<file path="src/rtl/core/byte_fifo_soft_limit_core_macros.svh">
// Assertion macros for the byte FIFO core.
`ifndef BYTE_FIFO_SOFT_LIMIT_CORE_MACROS_SVH
`define BYTE_FIFO_SOFT_LIMIT_CORE_MACROS_SVH

`ifndef NO_ASSERTIONS
`define BFSL_ASSERT(lbl, clk, rst, prop) \
   lbl: assert property (@(posedge clk) disable iff (rst) prop) \
      else $error("bfsl assertion failed");
`define BFSL_ASSERT_NEVER(lbl, clk, rst, cond) \
   lbl: assert property (@(posedge clk) disable iff (rst) !(cond)) \
      else $error("bfsl forbidden condition seen");
`else
`define BFSL_ASSERT(lbl, clk, rst, prop)
`define BFSL_ASSERT_NEVER(lbl, clk, rst, cond)
`endif

`endif

</file>
<file path="src/rtl/core/bfsl_pkg.sv">
`timescale 1ns / 1ps

package bfsl_pkg;

   localparam int DEPTH       = 1024;
   localparam int MAX_READ    = 64;
   localparam int ADDR_W      = $clog2(DEPTH);
   localparam int IDX_W       = ADDR_W + 1;
   localparam int BYTE_W      = 8;
   localparam int LIMIT_W     = 11;
   localparam int FILL_W      = 11;
   localparam int CNT_W       = 7;
   localparam int CMP_W       = (IDX_W > LIMIT_W) ? IDX_W : LIMIT_W;
   localparam int LIMIT_RESET = 1024;

   localparam int REQ_DATA_W  = 16;
   localparam int REQ_USER_W  = 2;
   localparam int RSP_DATA_W  = 24;
   localparam int RSP_USER_W  = 2;

   typedef enum logic {
      OP_WRITE = 1'b0,
      OP_READ  = 1'b1
   } op_type;

   typedef enum logic {
      S_IDLE,
      S_READ
   } state_type;

   typedef struct packed {
      logic wr;
      logic empty;
      logic rd_issue;
      logic rd_last;
      logic rd_push;
   } cmd_type;

   typedef struct packed {
      logic [1:0]       q_cnt;
      logic             pop;
      logic [CNT_W-1:0] rd_n;
   } status_type;

   typedef struct packed {
      logic [BYTE_W-1:0] rd_byte;
      logic              rd_valid;
      logic              wr_accepted;
      logic [FILL_W-1:0] fill;
      logic              last;
   } result_type;

endpackage

</file>
<file path="src/rtl/core/bfsl_ctrl.sv">
`timescale 1ns / 1ps

module bfsl_ctrl (
   input  logic                 clock,
   input  logic                 reset,
   input  logic                 req_tvalid,
   input  bfsl_pkg::op_type     req_op,
   output logic                 req_tready,
   input  bfsl_pkg::status_type status,
   output bfsl_pkg::cmd_type    cmd
);
   import bfsl_pkg::*;

   state_type        state_ff, state_in;
   logic [CNT_W-1:0] remain_ff, remain_in;
   logic             pend_ff, pend_in;
   logic             room;
   logic             credit;
   logic             fire;

   // room: queue takes a push this cycle; credit: also counts the word in the RAM read stage
   assign room   = (status.q_cnt != 2'd2) || status.pop;
   assign credit = ({1'b0, status.q_cnt} + {2'b00, pend_ff}) <= (3'd1 + {2'b00, status.pop});
   assign fire   = req_tvalid && req_tready;

   always_comb begin
      req_tready   = 1'b0;
      cmd          = '0;
      cmd.rd_push  = pend_ff;
      case (state_ff)
         S_IDLE: begin
            req_tready = room && !pend_ff;
            cmd.wr     = req_tvalid && req_tready && (req_op == OP_WRITE);
            cmd.empty  = req_tvalid && req_tready && (req_op == OP_READ) &&
                         (status.rd_n == '0);
         end
         S_READ: begin
            cmd.rd_issue = credit;
            cmd.rd_last  = (remain_ff == CNT_W'(1));
         end
         default: begin
            req_tready = 1'b0;
         end
      endcase
   end

   always_comb begin
      state_in  = state_ff;
      remain_in = remain_ff;
      pend_in   = cmd.rd_issue;
      case (state_ff)
         S_IDLE: begin
            if (fire && (req_op == OP_READ) && (status.rd_n != '0)) begin
               state_in  = S_READ;
               remain_in = status.rd_n;
            end
         end
         S_READ: begin
            if (cmd.rd_issue) begin
               remain_in = remain_ff - CNT_W'(1);
               if (remain_ff == CNT_W'(1)) begin
                  state_in = S_IDLE;
               end
            end
         end
         default: begin
            state_in = S_IDLE;
         end
      endcase
   end

   always_ff @(posedge clock) begin
      if (reset) begin
         state_ff  <= S_IDLE;
         remain_ff <= '0;
         pend_ff   <= 1'b0;
      end else begin
         state_ff  <= state_in;
         remain_ff <= remain_in;
         pend_ff   <= pend_in;
      end
   end

endmodule

</file>
<file path="config.mk">
export PLATFORM = sky130hd
export DESIGN_NAME = bfsl_ctrl
export DESIGN_NICKNAME = d
export VERILOG_FILES = /design/src/rtl/core/byte_fifo_soft_limit_core_macros.svh /design/src/rtl/core/bfsl_pkg.sv /design/src/rtl/core/bfsl_ctrl.sv
export SDC_FILE = /design/constraint.sdc
export NUM_CORES = 1
export LEC_CHECK = 0
export BUFFER_PORTS_ARGS = -buffer_cell sky130_fd_sc_hd__buf_2
export CAP_MARGIN = 25
export CORE_UTILIZATION = 30
export DETAILED_ROUTE_END_ITERATION = 10
export PLACE_DENSITY = 0.5
export SLEW_MARGIN = 20
export SYNTH_ARGS = -nofsm -noshare
export SYNTH_HDL_FRONTEND = slang
export SYNTH_SLANG_ARGS = --single-unit
</file>
<file path="constraint.sdc">
create_clock -name clock -period 2.5 [get_ports clock]
set_clock_uncertainty 0.2 [all_clocks]
set_input_delay 0.125 -clock clock [delete_from_list [all_inputs] [get_ports clock]]
set_output_delay 0.125 -clock clock [all_outputs]
set_load 0.03 [all_outputs]
</file>
# Word level (Yosys, flattened, before mapping)
# Index checks and enable logic that the tools add are counted.
# word_totals
wordCells,36
in_bits,14
reg_bits,9
# classes
mux,10
eq_ne,4
magnitude_cmp,1
reduce_logical,13
bitwise,2
addsub,3
# op_table
op,count
$mux W7,2
$pmux W7 S2,1
$logic_and A1 B1 Y1,8
$eq A7 B1 Y1 const B,1
$logic_not A7 Y1,1
$reduce_bool A7 Y1,1
$sub A7 B1 Y7 const B,1
$ne A2 B2 Y1 const B,3
$mux W1,4
$mux W2,2
$add A2 B1 Y3,1
$le A3 B2 Y1,1
$add A1 B1 Y2 const A,1
$not A1 Y1,2
$pmux W1 S2,1
$reduce_and A2 Y1,1
$logic_not A1 Y1,1
$logic_or A1 B1 Y1,1

# Logic depth before layout (Yosys ltp)
# logic_depth
depth_word,9
depth_mapped,9
depth_no_buf,8

# Worst setup path after synthesis
# OpenSTA, ideal clock, no wires.
# synth_path
path_kind,register -> register
startpoint,reg pend_ff
endpoint,reg remain_ff[0]
stages_incl_launch_ff,10
slack_ns,0.236
synth_period_minus_slack_ns,2.264
t_arrival_ns,1.933
path_cell_list,dfxtp_1 ha_1 inv_1 fa_1 o31a_1 o21ai_0 buf_2 o21ai_0 nor2_1 a211oi_2
# synth_via
elab_chain_len,8
word_cells_on_any_way,12
# synth_lines
item,line_no,rtl
"start, declared",bfsl_ctrl.sv:16,"logic pend_ff, pend_in;"
"start signal, assigned",bfsl_ctrl.sv:80,pend_ff <= pend_in;
branches (longest 7 deep; another with $add A2 B1 Y3),-,
$reduce_and A2 Y1 (no line) *,-,
"end signal, assigned",bfsl_ctrl.sv:79,remain_ff <= remain_in;
"end, declared",bfsl_ctrl.sv:15,"logic [CNT_W-1:0] remain_ff, remain_in;"
# Mark *: on every way between the ends.
# A chain may end at the register's enable or synchronous reset.

==> results.yml <==
synth:
  netlist.area_leader.share: 0.2304
  synth_top_cells_by_area: "dfxtp_1, ha_1, nor2_1"
  syn_area_per_cell_um2: 7.592
  yosys-top-cells-count: "nor2_1, inv_1, dfxtp_1, nand2_1"
  synth_largest_area_cell: "dfxtp_1"
  ys_seq_elements: 9
  synth_cell_types: 38
  synth_ff_type: "dfxtp_1"
  ys_seq_area_frac: 0.2304
  syn_inst: 103
  synth-edff-count: 0
  async_reset_ff_frac: 0
  syn_area_um2: 782.0
  synth_most_common_cell: "nor2_1"
  syn_nets: 123
  yosys_warnings: 0
grt:
  grt_max_degree: 18
  globalRouteMet3Util: 0.04310
  antenna_found_initial: 0
  track_usage: 0.1594
  grt_use_met1: 0.2196
  grt_busiest_layer: "met2"
  grt_pass1_wl_mm: 3.208
  first_global_vias: 690
  overflow: 0
  grt.met2_usage: 0.2426
sta:
  drv_slew: 0
  finalCriticalPeriod_ps: 2359
  max_freq_mhz: 423.9
  setup_violations: 0
  finalWorstSetupSlack_ps: 141.0
  finalCritPeriodShare: 0.9436
  tightest_slew_ps: 683.4
  rsz0062_at_grt: "false"
  relSlewSlack: 0.5402
  setup_tns_ps: 0
  finalHoldViolations: 0
floorplanning:
  initial_core_util: 0.3157
  chipHeight_um: 53.06
  io_pins: 20
  die_x_um: 53.06
  core_mm2: 0.002477
  rows: 18
  die_area_mm2: 0.002815
clock_network:
  path_clk_slew_ps: 70
  cts-root-buf: "clkbuf_4"
  cts_max_level: 1
  cts.sinks: 9
  cts_tree: "yes"
  ctsLongestPathBuffers: 2
  insertion_delay_ps: 270
  cts_inserted_buffers: 3
pwr:
  p_per_area_mw_per_mm2: 482.0
  ir_drop_mv: 0.3468
  leakage_nw: 0.4129
run:
  maxCapViolCount: 0
detailed_routing:
  wl_per_cell_um: 12.56
  drc: 0
  vias: 828
  first_pass_iters: 4
  viasPerCell: 5.274
  drt-total-wl_mm: 1.972
  drt_iter0_markers: 13
  drtAntennaViolNets: 0
final_layout:
  antennaDiodeCount: 0
  final_cell_area_um2: 972.2
  drive_gt1_frac: 0.2913
  final_nets: 148
  syn_to_final_growth_pct: 24.32
worst_setup_path:
  crit_required_ps: 2170
  critical_path_class: "register to output pin"
  crit_fanout: 4
  path_common_cell: "inv_1"
  critPathBufInv: 4
  setup.worst_path.end_class: "output pin"
  crit_chain: "ha_4 > inv_1 > fa_1 > o31a_1 > o21ai_1 > buf_4 > inv_1 > buf_2"
  start_kind: "register"
  worstPathArrival_ps: 2030
  crit_path_top_delay_cell: "fa_1"
  cpPeakStageDelay_ps: 520
  critPathTopFamily: "adder cells"
worst_hold_path:
  hp-class: "input pin to register"
placed_design:
  gp_congestion: 0.8088
  place_ws_ps: 157.8
  dp_hpwl_mm: 1.501
  postPlaceCellArea_um2: 909.6
  port_buffers: 19
run_status:
  status: "complete, no violations"
==> worst reg2reg max path, cell delays in order (launching register included) <==
cell and delay [ps]:
dfxtp_2 370, ha_4 140, inv_1 50, fa_1 580
o31a_1 160, o21ai_1 60, buf_4 140, buf_4 160
a221o_1 290, a21oi_1 130
==> final timing paths <==
check               start            to  slack (ps)  depth (start not counted)
max               pend_ff        cmd[2]         140                          8
min             status[6]  remain_ff[6]          40                          4
max reg2reg       pend_ff  remain_ff[1]         170                          9
min reg2reg  remain_ff[1]  remain_ff[1]         300                          2
==> stage by stage <==
| step | power (mW) | instances | hold WS, ps | util |
|---|---|---|---|---|
| floorplan | 0.2965 | 103 | 161.8 | - |
| global placement | 0.3462 | 151 | 234.3 | 0.3672 |
| detailed placement | 0.3487 | 151 | 236.2 | 0.3672 |
| CTS | 0.4685 | 157 | 40.87 | 0.3848 |
| global route | 0.5046 | 157 | 77.25 | 0.3924 |
| finish | 0.4686 | 157 | 42.25 | 0.3924 |
==> registers in the layout, indices dropped and copies added, names as in the netlist <==
| register | count |
|---|---|
| state_ff | 1 |
| remain_ff | 7 |
| pend_ff | 1 |
==> cells by family (layout without fill, tap and decap cells) <==
| group | Yosys count | in the layout | share of synthesized area |
|---|---|---|---|
| simple gates | 39 | 39 | 0.2768 |
| compound gates | 32 | 32 | 0.2800 |
| buf+inv | 17 | 41 | 0.1072 |
| flops | 9 | 9 | 0.2304 |
| fa+ha+maj | 6 | 6 | 0.1056 |
==> routing by layer <==
| layer | share of wire | wire (µm) |
|---|---|---|
| met5 | 0 | 0 |
| met4 | 0.0051 | 10 |
| met3 | 0.042 | 82 |
| met2 | 0.46 | 907 |
| met1 | 0.49 | 972 |
==> timing repair <==
action                                  4_1_cts  5_1_grt
gates resized for setup                       0        5
hold buffers                                  1        0
pin swaps                                     0        3
hold endpoints to repair                      9        0
buffers inserted                              1        0
endpoints found under the setup margin        1        8
==> power by group <==
group,switching [mW],leakage [nW],internal (mW)
combinational,0.104,0.324,0.0729
clock,0.0552,0.0150,0.0616
sequential,0.0169,0.0742,0.158
total,0.176,0.413,0.293
==> area by class of cell <==
type                    instances  area (µm²)
inverters                      11       41.29
well taps                      30       37.54
repair buffers                 26       150.1
fillers                       271        1505
multi-input cells              77       535.5
clock buffers                   4       26.28
flip-flops and latches          9       181.4
==> cell usage in the layout, fill, tap and decap left out, types with 2 or more instances in the layout <==
master	Yosys	layout
buf_2	1	19
nor2_1	13	13
inv_1	11	11
nand2_1	8	8
dfxtp_1	9	8
a21oi_1	6	6
a31oi_1	6	6
buf_4	1	6
o21ai_0	6	5
ha_1	5	4
nor3_1	3	3
nand3_1	3	3
a211oi_1	3	3
clkbuf_4	0	3
o21ai_1	1	2
o311ai_0	2	2
nand2b_1	2	2
Power figures use the tool's default switching activity.
